**config.mk**
```make
export PLATFORM = sky130hd
export DESIGN_NAME = multichannel_pulse_width_capture
export DESIGN_NICKNAME = d
export VERILOG_FILES = /design/src/hw/rtl/mpwc_pkg.sv /design/src/hw/rtl/multichannel_pulse_width_capture.sv /design/src/hw/rtl/mpwc_cfg.sv /design/src/hw/rtl/mpwc_alu.sv
export SDC_FILE = /design/constraint.sdc
export NUM_CORES = 1
export LEC_CHECK = 0
export ABC_AREA = 1
export BUFFER_PORTS_ARGS = -buffer_cell sky130_fd_sc_hd__buf_2
export CORE_MARGIN = 2
export CORE_UTILIZATION = 35
export CTS_BUF_LIST = sky130_fd_sc_hd__clkbuf_2 sky130_fd_sc_hd__clkbuf_4 sky130_fd_sc_hd__clkbuf_8
export CTS_CLUSTER_DIAMETER = 80
export DETAILED_ROUTE_END_ITERATION = 10
export PLACE_DENSITY_LB_ADDON = 0.25
export SYNTH_ARGS = -nofsm -noshare
export SYNTH_HDL_FRONTEND = slang
export SYNTH_HIERARCHICAL = 1
export SYNTH_SLANG_ARGS = --single-unit
```
**constraint.sdc**
```tcl
create_clock -name clk_i -period 2.94 [get_ports clk_i]
set_input_delay 0.588 -clock clk_i [delete_from_list [all_inputs] [get_ports clk_i]]
set_output_delay 0.588 -clock clk_i [all_outputs]
set_load 0.02 [all_outputs]
```
**src/hw/rtl/mpwc_pkg.sv**
```systemverilog
`timescale 1ns / 1ps
// Package for the multichannel pulse width capture block.
// Holds the channel count, field widths, command codes and shared types; no dependencies.
package mpwc_pkg;

  localparam int CHANNELS = 8;
  localparam int CH_W     = (CHANNELS > 1) ? $clog2(CHANNELS) : 1;

  localparam int TIME_W   = 8;
  localparam int CONF_W   = 4;
  localparam int COUNT_W  = 16;
  localparam int PIN_W    = 8;
  localparam int SEL_W    = 3;
  localparam int CMD_W    = 2;

  localparam int IN_DATA_W  = 24;
  localparam int OUT_DATA_W = 32;
  localparam int ADDR_W     = 4;

  localparam logic [TIME_W-1:0] CENTER_RST  = 8'd23;
  localparam logic [CONF_W-1:0] LIMIT_RST   = 4'd8;
  localparam logic [TIME_W-1:0] MISSING_RST = 8'h80;

  typedef enum logic [CMD_W-1:0] {
    CMD_SAMPLE = 2'd0,
    CMD_TICK   = 2'd1,
    CMD_READ   = 2'd2,
    CMD_NONE   = 2'd3
  } cmd_e;

  typedef enum logic [1:0] {
    REG_CENTER  = 2'd0,
    REG_LIMIT   = 2'd1,
    REG_MISSING = 2'd2,
    REG_UNUSED  = 2'd3
  } reg_idx_e;

  typedef enum logic [1:0] {
    ST_IDLE = 2'd0,
    ST_SCAN = 2'd1,
    ST_READ = 2'd2,
    ST_EMIT = 2'd3
  } seq_state_e;

  typedef enum logic {
    ALU_SAMPLE = 1'b0,
    ALU_EXPIRE = 1'b1
  } alu_op_e;

  typedef struct packed {
    logic [TIME_W-1:0] center_offset;
    logic [CONF_W-1:0] good_limit;
    logic [TIME_W-1:0] missing_code;
  } cfg_t;

  typedef struct packed {
    logic              rise_we;
    logic              width_we;
    logic              conf_we;
    logic              fall;
    logic [TIME_W-1:0] rise_d;
    logic [TIME_W-1:0] width_d;
    logic [CONF_W-1:0] conf_d;
  } alu_res_t;

endpackage

```
**src/hw/rtl/multichannel_pulse_width_capture.sv**
```systemverilog
`timescale 1ns / 1ps
// Pin sample and tick walk every channel, one channel per cycle through the shared update
// unit; a read looks up one channel; an unused command goes straight to the result.
// One beat at a time: input not ready until the result is registered.
// Reset (async, active low) clears all channel state, the cycle counter and the output
// valid flag, and loads the configuration defaults.
module multichannel_pulse_width_capture (
  input  logic        clk_i,
  input  logic        rst_ni,
  // input beats
  input  logic        s_axis_tvalid,
  output logic        s_axis_tready,
  input  logic [23:0] s_axis_tdata,  // [7:0] pin_levels, [15:8] timer_now, [18:16] channel
  input  logic [1:0]  s_axis_tuser,  // [1:0] command
  // result beats
  output logic        m_axis_tvalid,
  input  logic        m_axis_tready,
  output logic [31:0] m_axis_tdata,  // [7:0] reading, [8] present, [24:9] cycle_count
  // configuration
  input  logic        psel,
  input  logic        penable,
  input  logic        pwrite,
  input  logic [3:0]  paddr,
  input  logic [31:0] pwdata,
  output logic [31:0] prdata,
  output logic        pready
);
  import mpwc_pkg::*;

  cfg_t       cfg;
  seq_state_e state_q, state_d;

  // item registers
  cmd_e              cmd_q;
  logic [PIN_W-1:0]  prev_q, levels_q;
  logic [TIME_W-1:0] now_q;
  logic [CH_W-1:0]   idx_q;
  logic              sel_ok_q;

  // channel state
  logic [PIN_W-1:0]  last_levels_q;
  logic [TIME_W-1:0] rise_q  [CHANNELS];
  logic [TIME_W-1:0] width_q [CHANNELS];
  logic [CONF_W-1:0] conf_q  [CHANNELS];
  logic [COUNT_W-1:0] edge_cycles_q;

  // result staging and output register
  logic [TIME_W-1:0]  reading_q;
  logic               present_q;
  logic               m_valid_q;
  logic [OUT_DATA_W-1:0] m_data_q;

  logic     accept, scan_en, read_en, emit_en, last_ch;
  alu_op_e  alu_op;
  alu_res_t alu_res;
  logic [TIME_W-1:0] cur_rise, cur_width;
  logic [CONF_W-1:0] cur_conf;
  logic [CONF_W-1:0] half_limit;

  mpwc_cfg u_cfg (
    .clk_i  (clk_i),
    .rst_ni (rst_ni),
    .psel   (psel),
    .penable(penable),
    .pwrite (pwrite),
    .paddr  (paddr),
    .pwdata (pwdata),
    .prdata (prdata),
    .pready (pready),
    .cfg_o  (cfg)
  );

  assign s_axis_tready = (state_q == ST_IDLE);
  assign accept        = s_axis_tvalid & s_axis_tready;
  assign last_ch       = (idx_q == CH_W'(CHANNELS - 1));

  // single address into the channel state: the scan counter, or the read channel
  assign cur_rise  = rise_q[idx_q];
  assign cur_width = width_q[idx_q];
  assign cur_conf  = conf_q[idx_q];
  assign half_limit = cfg.good_limit >> 1;

  assign alu_op = (cmd_q == CMD_TICK) ? ALU_EXPIRE : ALU_SAMPLE;

  mpwc_alu u_alu (
    .op_i     (alu_op),
    .changed_i(prev_q[idx_q] ^ levels_q[idx_q]),
    .level_i  (levels_q[idx_q]),
    .now_i    (now_q),
    .rise_i   (cur_rise),
    .conf_i   (cur_conf),
    .center_i (cfg.center_offset),
    .limit_i  (cfg.good_limit),
    .res_o    (alu_res)
  );

  // next state
  always_comb begin
    state_d = state_q;
    unique case (state_q)
      ST_IDLE: begin
        if (accept) begin
          unique case (cmd_e'(s_axis_tuser))
            CMD_SAMPLE, CMD_TICK: state_d = ST_SCAN;
            CMD_READ:             state_d = ST_READ;
            default:              state_d = ST_EMIT;
          endcase
        end
      end
      ST_SCAN: if (last_ch) state_d = ST_EMIT;
      ST_READ: state_d = ST_EMIT;
      ST_EMIT: if (!m_valid_q || m_axis_tready) state_d = ST_IDLE;
      default: state_d = ST_IDLE;
    endcase
  end

  // sequencer outputs
  always_comb begin
    scan_en = 1'b0;
    read_en = 1'b0;
    emit_en = 1'b0;
    unique case (state_q)
      ST_SCAN: scan_en = 1'b1;
      ST_READ: read_en = 1'b1;
      ST_EMIT: emit_en = !m_valid_q || m_axis_tready;
      default: ;
    endcase
  end

  always_ff @(posedge clk_i or negedge rst_ni) begin
    if (!rst_ni) begin
      state_q <= ST_IDLE;
    end else begin
      state_q <= state_d;
    end
  end

  // capture the item; a sample's pin byte becomes the new history right away
  always_ff @(posedge clk_i or negedge rst_ni) begin
    if (!rst_ni) begin
      last_levels_q <= '0;
      cmd_q         <= CMD_NONE;
      idx_q         <= '0;
    end else if (accept) begin
      cmd_q <= cmd_e'(s_axis_tuser);
      if (cmd_e'(s_axis_tuser) == CMD_SAMPLE) begin
        last_levels_q <= s_axis_tdata[7:0];
      end
      // reads address the requested channel, scans start at channel 0
      if (cmd_e'(s_axis_tuser) == CMD_READ) begin
        idx_q <= s_axis_tdata[16 +: CH_W];
      end else begin
        idx_q <= '0;
      end
    end else if (scan_en && !last_ch) begin
      idx_q <= idx_q + CH_W'(1);
    end
  end

  always_ff @(posedge clk_i) begin
    if (accept) begin
      prev_q   <= last_levels_q;
      levels_q <= s_axis_tdata[7:0];
      now_q    <= s_axis_tdata[15:8];
      sel_ok_q <= ({1'b0, s_axis_tdata[18:16]} < 4'(CHANNELS));
    end
  end

  // per-channel state, written through the shared unit one channel per cycle
  always_ff @(posedge clk_i or negedge rst_ni) begin
    if (!rst_ni) begin
      for (int i = 0; i < CHANNELS; i++) begin
        rise_q[i]  <= '0;
        width_q[i] <= '0;
        conf_q[i]  <= '0;
      end
      edge_cycles_q <= '0;
    end else if (scan_en) begin
      if (alu_res.rise_we)  rise_q[idx_q]  <= alu_res.rise_d;
      if (alu_res.width_we) width_q[idx_q] <= alu_res.width_d;
      if (alu_res.conf_we)  conf_q[idx_q]  <= alu_res.conf_d;
      // channel 0 falling edges count whole servo cycles
      if (alu_res.fall && idx_q == '0) begin
        edge_cycles_q <= edge_cycles_q + COUNT_W'(1);
      end
    end
  end

  // read result; everything else reports zero reading and not present
  always_ff @(posedge clk_i) begin
    if (accept) begin
      reading_q <= '0;
      present_q <= 1'b0;
    end else if (read_en) begin
      if (sel_ok_q && cur_conf >= half_limit) begin
        reading_q <= cur_width;
        present_q <= 1'b1;
      end else begin
        reading_q <= cfg.missing_code;
        present_q <= 1'b0;
      end
    end
  end

  // output register: hold the beat until taken
  always_ff @(posedge clk_i or negedge rst_ni) begin
    if (!rst_ni) begin
      m_valid_q <= 1'b0;
    end else if (emit_en) begin
      m_valid_q <= 1'b1;
    end else if (m_axis_tready) begin
      m_valid_q <= 1'b0;
    end
  end

  always_ff @(posedge clk_i) begin
    if (emit_en) begin
      m_data_q <= {7'd0, edge_cycles_q, present_q, reading_q};
    end
  end

  assign m_axis_tvalid = m_valid_q;
  assign m_axis_tdata  = m_data_q;

endmodule

```
**src/hw/rtl/mpwc_cfg.sv**
```systemverilog
`timescale 1ns / 1ps
// Configuration registers behind an APB-style port.
// Depends on mpwc_pkg for register codes, widths and reset values.
module mpwc_cfg (
  input  logic                       clk_i,
  input  logic                       rst_ni,
  input  logic                       psel,
  input  logic                       penable,
  input  logic                       pwrite,
  input  logic [mpwc_pkg::ADDR_W-1:0] paddr,
  input  logic [31:0]                pwdata,
  output logic [31:0]                prdata,
  output logic                       pready,
  output mpwc_pkg::cfg_t             cfg_o
);
  import mpwc_pkg::*;

  cfg_t     cfg_q, cfg_d;
  reg_idx_e sel;
  logic     wr_en;

  assign pready = 1'b1;
  assign sel    = reg_idx_e'(paddr[3:2]);
  assign wr_en  = psel & penable & pwrite & pready;

  always_comb begin
    cfg_d = cfg_q;
    if (wr_en) begin
      unique case (sel)
        REG_CENTER:  cfg_d.center_offset = pwdata[TIME_W-1:0];
        REG_LIMIT:   cfg_d.good_limit    = pwdata[CONF_W-1:0];
        REG_MISSING: cfg_d.missing_code  = pwdata[TIME_W-1:0];
        default:     cfg_d = cfg_q;
      endcase
    end
  end

  always_comb begin
    unique case (sel)
      REG_CENTER:  prdata = {24'd0, cfg_q.center_offset};
      REG_LIMIT:   prdata = {28'd0, cfg_q.good_limit};
      REG_MISSING: prdata = {24'd0, cfg_q.missing_code};
      default:     prdata = 32'd0;
    endcase
  end

  always_ff @(posedge clk_i or negedge rst_ni) begin
    if (!rst_ni) begin
      cfg_q.center_offset <= CENTER_RST;
      cfg_q.good_limit    <= LIMIT_RST;
      cfg_q.missing_code  <= MISSING_RST;
    end else begin
      cfg_q <= cfg_d;
    end
  end

  assign cfg_o = cfg_q;

endmodule

```
**src/hw/rtl/mpwc_alu.sv**
```systemverilog
`timescale 1ns / 1ps
// Shared per-channel update unit: edge handling and confidence aging.
// Depends on mpwc_pkg for the operation code and result struct.
module mpwc_alu (
  input  mpwc_pkg::alu_op_e                 op_i,
  input  logic                              changed_i,
  input  logic                              level_i,
  input  logic [mpwc_pkg::TIME_W-1:0]       now_i,
  input  logic [mpwc_pkg::TIME_W-1:0]       rise_i,
  input  logic [mpwc_pkg::CONF_W-1:0]       conf_i,
  input  logic [mpwc_pkg::TIME_W-1:0]       center_i,
  input  logic [mpwc_pkg::CONF_W-1:0]       limit_i,
  output mpwc_pkg::alu_res_t                res_o
);
  import mpwc_pkg::*;

  logic [TIME_W-1:0] width;

  // wraps mod 256; the result is read as signed
  assign width = now_i - rise_i - center_i;

  always_comb begin
    res_o = '0;
    res_o.rise_d = now_i;
    unique case (op_i)
      ALU_SAMPLE: begin
        res_o.width_d = width;
        res_o.conf_d  = conf_i + CONF_W'(1);
        if (changed_i) begin
          if (level_i) begin
            res_o.rise_we = 1'b1;
          end else begin
            res_o.fall     = 1'b1;
            res_o.width_we = 1'b1;
            res_o.conf_we  = (conf_i < limit_i);
          end
        end
      end
      ALU_EXPIRE: begin
        res_o.width_d = '0;
        res_o.conf_d  = conf_i - CONF_W'(1);
        res_o.width_we = (conf_i == CONF_W'(1));
        res_o.conf_we  = (conf_i != '0);
      end
      default: res_o = '0;
    endcase
  end

endmodule

```
* Word level (Yosys, flattened, before mapping)
Cells that the tools add are included.
Word-level totals: bits in registers 270, output and inout port bits 67
Operators by class: $add $sub $neg 6, order comparisons 5, equality and inequality tests 13, mux-type cells 44, bitwise operators 6, reductions and logical operators 23
Operators with widths (number):
- $bwmux 64 | 2
- $bmux 8 s3 | 2
- $mux 8 | 6
- $bwmux 32 | 1
- $demux 8 s3 | 1
- $pmux 12 s2 | 1
- $pmux 8 s3 | 1
- $add 16x1->16 const B | 1
- $mux 4 | 4
- $reduce_and 2->1 | 8
- $sub 8x8->8 | 2
- $bmux 4 s3 | 1
- $demux 4 s3 | 1
- $mux 1 | 12
- $mux 3 | 4
- $eq 2x1->1 const B | 4
- $eq 2x2->1 const B | 4
- $pmux 2 s2 | 2
- $pmux 2 s4 | 1
- $bmux 1 s3 | 2
- $logic_not 2->1 | 3
- $mux 2 | 3
- $add 4x1->4 const B | 1
- $eq 4x1->1 const B | 1
- other kinds (22) | 29

* Longest topological paths before layout
depth after elaboration 10, depth in mapped cells 24

* Modules after synthesis
Netlist, hierarchy kept.
By module, submodules not included:
- multichannel_pulse_width_capture | times used 1, cells each 1199, area an instance 10954.3 µm², seq. area each 6458.7 µm²
- mpwc_cfg | times used 1, cells each 153, area an instance 1172.4 µm², seq. area each 508.0 µm²
- mpwc_alu | times used 1, cells each 154, area an instance 974.7 µm², seq. area each 0.0 µm²

* Least setup slack after synthesis
No wires, ideal clock.
path kind reg2reg, start point reg idx_q[0], end point reg width_q[31] (netlist bit), data arrival time 2.839 ns, required time 2.809 ns, slack -0.030 ns, stages on the path, launching flop included 19, path buffers 3, clock period less this slack 2.970 ns, cells stage by stage dfrtp_1 > buf_6 > buf_6 > nand2_2 > buf_2 > nor2_1 > a221oi_1 > nand3_1 > inv_1 > fa_1 > ha_1 > nand2_1 > inv_1 > a21oi_1 > nand2_2 > nor2_1 > nor2_2 > inv_1 > o21ai_0
RTL lines:
- from (decl) | line multichannel_pulse_width_capture.sv:37 | logic [CH_W-1:0] idx_q;
- from (signal assigned) | line multichannel_pulse_width_capture.sv:151 | idx_q <= s_axis_tdata[16 +: CH_W];
- from (signal assigned) | line multichannel_pulse_width_capture.sv:156 | idx_q <= idx_q + CH_W'(1);
- to (signal, indexed assignment) | line multichannel_pulse_width_capture.sv:180 | if (alu_res.width_we) width_q[idx_q] <= alu_res.width_d;
- to (decl) | line multichannel_pulse_width_capture.sv:43 | logic [TIME_W-1:0] width_q [CHANNELS];

==> impl_metrics.py <==
metrics = {
    "critical_path": {
        "crit_path_max_fanout": 8,
        "cp-end-kind": "flop",
        "start_kind": "flop",
        "critPathKind": "flop to flop",
        "rrSetupSlack_ns": -0.27,
        "required_ns": 3.42,
        "worstPathArrival_ns": 3.69,
    },
    "die": {
        "dieArea_um2": 39000,
        "pin_count": 136,
        "rows": 70,
        "initial_core_util_pct": 35.7,
        "core-area_um2": 36700,
        "fp.dieW_um": 197,
        "die_h_um": 197,
    },
    "drt": {
        "m1WireLength_um": 15700,
        "routed_wl_um": 36000,
        "drc": 0,
        "dr.pass1.iters": 5,
        "dr_wl_met3_um": 1740,
        "first_iter_violations": 638,
        "wl_met2_um": 17500,
        "via_per_inst": 4.80,
        "routedWlPerCell_um": 16.1,
        "num_vias": 10700,
        "top_layer": "met4",
        "ant_nets": 0,
    },
    "finish": {
        "regArea_um2": 6970,
        "area_growth_pct": 30.5,
        "drive_gt1_share_pct": 30.7,
        "n_antenna_cell": 0,
        "multi_input_area_um2": 6020,
        "fillers": 3494,
        "nNetsFinal": 1826,
    },
    "power": {
        "pwr-share-seq_pct": 29.4,
        "power.leakage_nw": 8.14,
        "max-vdd-ir-drop_v": 0.000527,
        "p_per_area_nw_per_um2": 1150,
        "power_frac_comb_pct": 51.9,
        "swShare_pct": 43.1,
        "clock_power_share_pct": 18.7,
        "power.switching_w": 0.00845,
        "p_int_w": 0.0111,
    },
    "synthesis": {
        "synth_cells": 1506,
        "synth_top_cell_by_area": "dfrtp_1",
        "synth_area_um2": 13100,
        "synth_compound_area_share_pct": 9.90,
        "synth-simple-area-share_pct": 22.5,
        "synth_area_leaders": "dfrtp_1, nand2_1, edfxtp_1, o21ai_0, inv_1",
        "synthFlopType": "dfrtp_1",
        "ys_seq_elements": 270,
        "synth_adder_area_share_pct": 3.65,
        "yosysMostFrequentCell": "nand2_1",
        "netlist.area_leader.share_pct": 39.0,
        "synth_common_cells": "nand2_1, dfrtp_1, o21ai_0",
        "seq_area_frac_synth_pct": 53.2,
        "ys_async_sr_fraction_pct": 78.5,
        "synth_edf_count": 49,
        "synthDistinctLibCells": 50,
        "ys_warn_count": 6,
        "syn_avg_cell_area_um2": 8.70,
        "synthXorXnorAreaFrac_pct": 1.54,
        "synth_top_family_by_area": "simple AND/OR/NAND/NOR gates",
        "synthMuxAreaShare_pct": 0.688,
    },
    "sta": {
        "timing.final.crit_period_ns": 3.21,
        "grt_setup_unrepaired": "true",
        "setup_tns_ns": -14.81,
        "finalCritPeriodShare_pct": 109,
        "slew_viol_final": 0,
        "setup_slack_ns": -0.269,
        "clock_skew_ns": 0.0329,
        "slew_headroom_pct": 58.8,
        "tightest_slew_ns": 0.617,
        "setup_viol_count_final": 105,
        "fmax_mhz": 312,
        "hold_viol_final": 0,
    },
    "placement": {
        "dp_hpwl_um": 23900,
        "io_buffers": 72,
        "pre_cts_ws_ns": -0.529,
        "gp_congestion": 0.832,
    },
    "cts": {
        "clk_latency_ns": 0.58,
        "cts_tree": "done",
        "clock_sinks": 270,
        "path_clk_slew_ns": 0.06,
        "cts_max_path_buffers": 3,
        "numCtsBuffers": 46,
        "clockRootBuffer": "clkbuf_8",
        "cts_htree_levels": 2,
    },
    "status": {
        "outcome": "finished with violations",
        "violations": "negative setup slack",
    },
    "job": {
        "cap_violations": 0,
    },
    "global_routing": {
        "grt_usage_pct": 18.0,
        "grt_remaining_overflow": 0,
        "antenna_found_initial": 0,
        "grt_pass1_wl_um": 54900,
        "grt_pass1_vias": 10100,
        "grt_max_degree": 64,
    },
    "hold_path": {
        "hold_path_class": "input port to flop",
    },
}
==> critical path, cell delays in order (launching register included) <==
cell and delay, ns:
dfrtp_2 0.48, inv_2 0.12, buf_4 0.12, nand3_4 0.09, buf_6 0.15, o22ai_1 0.15
a221oi_2 0.05, nand4_1 0.11, inv_1 0.07, fa_1 0.54, inv_1 0.06, ha_2 0.17
inv_2 0.05, nand2_2 0.04, nand2_2 0.08, nand2_4 0.07, buf_6 0.12, nand2_4 0.05
nand2_4 0.04, nand2_2 0.05, nand2_2 0.06, nor2_4 0.15, clkinv_4 0.13, a21oi_2 0.15
==> repair_timing <==
item,in CTS,in global routing
setup buffers,25,22
endpoints found under the setup margin,184,166
resized for setup,131,188
pin swaps,53,70
hold buffers,1,0
gates cloned,0,8
endpoints found under the hold margin,3,0
==> routing by layer <==
metal / track usage [%] / vias up
met2: 29.8 / 259
met5: 0 / -
met4: 5.51 / 0
met3: 2.85 / 72
li1: - / 5222
met1: 24.4 / 5137
==> sequential cells by signal (all words and copies together), names as in the netlist <==
register and cells:
present_q 1, last_levels_q 8, edge_cycles_q 16, m_axis_tdata 25
m_axis_tvalid 1, state_q 2, conf_q 32, idx_q 3
cmd_q 2, u_cfg/cfg_o 20, levels_q 8, width_q 64
rise_q 64, now_q 8, prev_q 8, reading_q 8
==> metrics by stage <==
stage                     std cells  total power (W)  hold WS, ns  utilization [%]  instance area [µm²]
after global placement         2094           0.0133        0.414             39.6                14500
after floorplan                1535           0.0105        0.292                -                13200
after global routing           2229           0.0210        0.156             46.6                17100
after detailed placement       2094           0.0134        0.418             39.6                14500
after CTS                      2200           0.0181        0.146             43.8                16100
final                          2229           0.0196        0.179             46.6                17100
==> layout make-up <==
class,instances,area share [%]
Timing Repair Buffer,219,10.9
Sequential cell,270,40.8
Multi-Input combinational cell,1040,35.2
Clock inverter,14,0.564
Inverter,146,3.67
Tap cell,468,3.43
Clock buffer,72,5.43
==> logic make-up after synthesis <==
family	count (synthesis)
AOI/OAI and AO/OA	236
adders and majority gates	34
xor gates and xnor gates	23
buffers and inverters	228
and+or+nand+nor	704
DFF	270
other	3
muxes	8
==> cell usage in the layout (no fill, tap or decap), drive strengths merged, types with 28 or more instances in the layout <==
cell    count
nand2     558
buf       213
o21ai     137
edfxtp     49
inv       136
nor2       98
dfrtp     204
nand3      28
conb       32
a21oi      62
clkbuf     77
==> final timing paths <==
kind,depth (start not counted),to,from
hold reg to reg,0,m_axis_tdata[5],reading_q[5]
min in group asynchronous,2,rise_q[22],rst_ni
setup reg to reg,23,width_q[7],idx_q[2]
max in group asynchronous,3,width_q[62],rst_ni
setup / recovery,23,width_q[7],idx_q[2]
hold / removal,1,now_q[5],s_axis_tdata[13]
==> power by group through the flow <==
| stage | combinational, W | sequential, W | clock [W] |
|---|---|---|---|
| finish | 0.0102 | 0.00575 | 0.00366 |
| global route | 0.0112 | 0.00588 | 0.00394 |
| CTS | 0.00861 | 0.00571 | 0.00377 |
| detailed placement | 0.00764 | 0.00575 | 0 |
| global placement | 0.00756 | 0.00572 | 0 |
| floorplan | 0.00486 | 0.00565 | 0 |
Note: power is estimated with default switching activity, not from simulation.
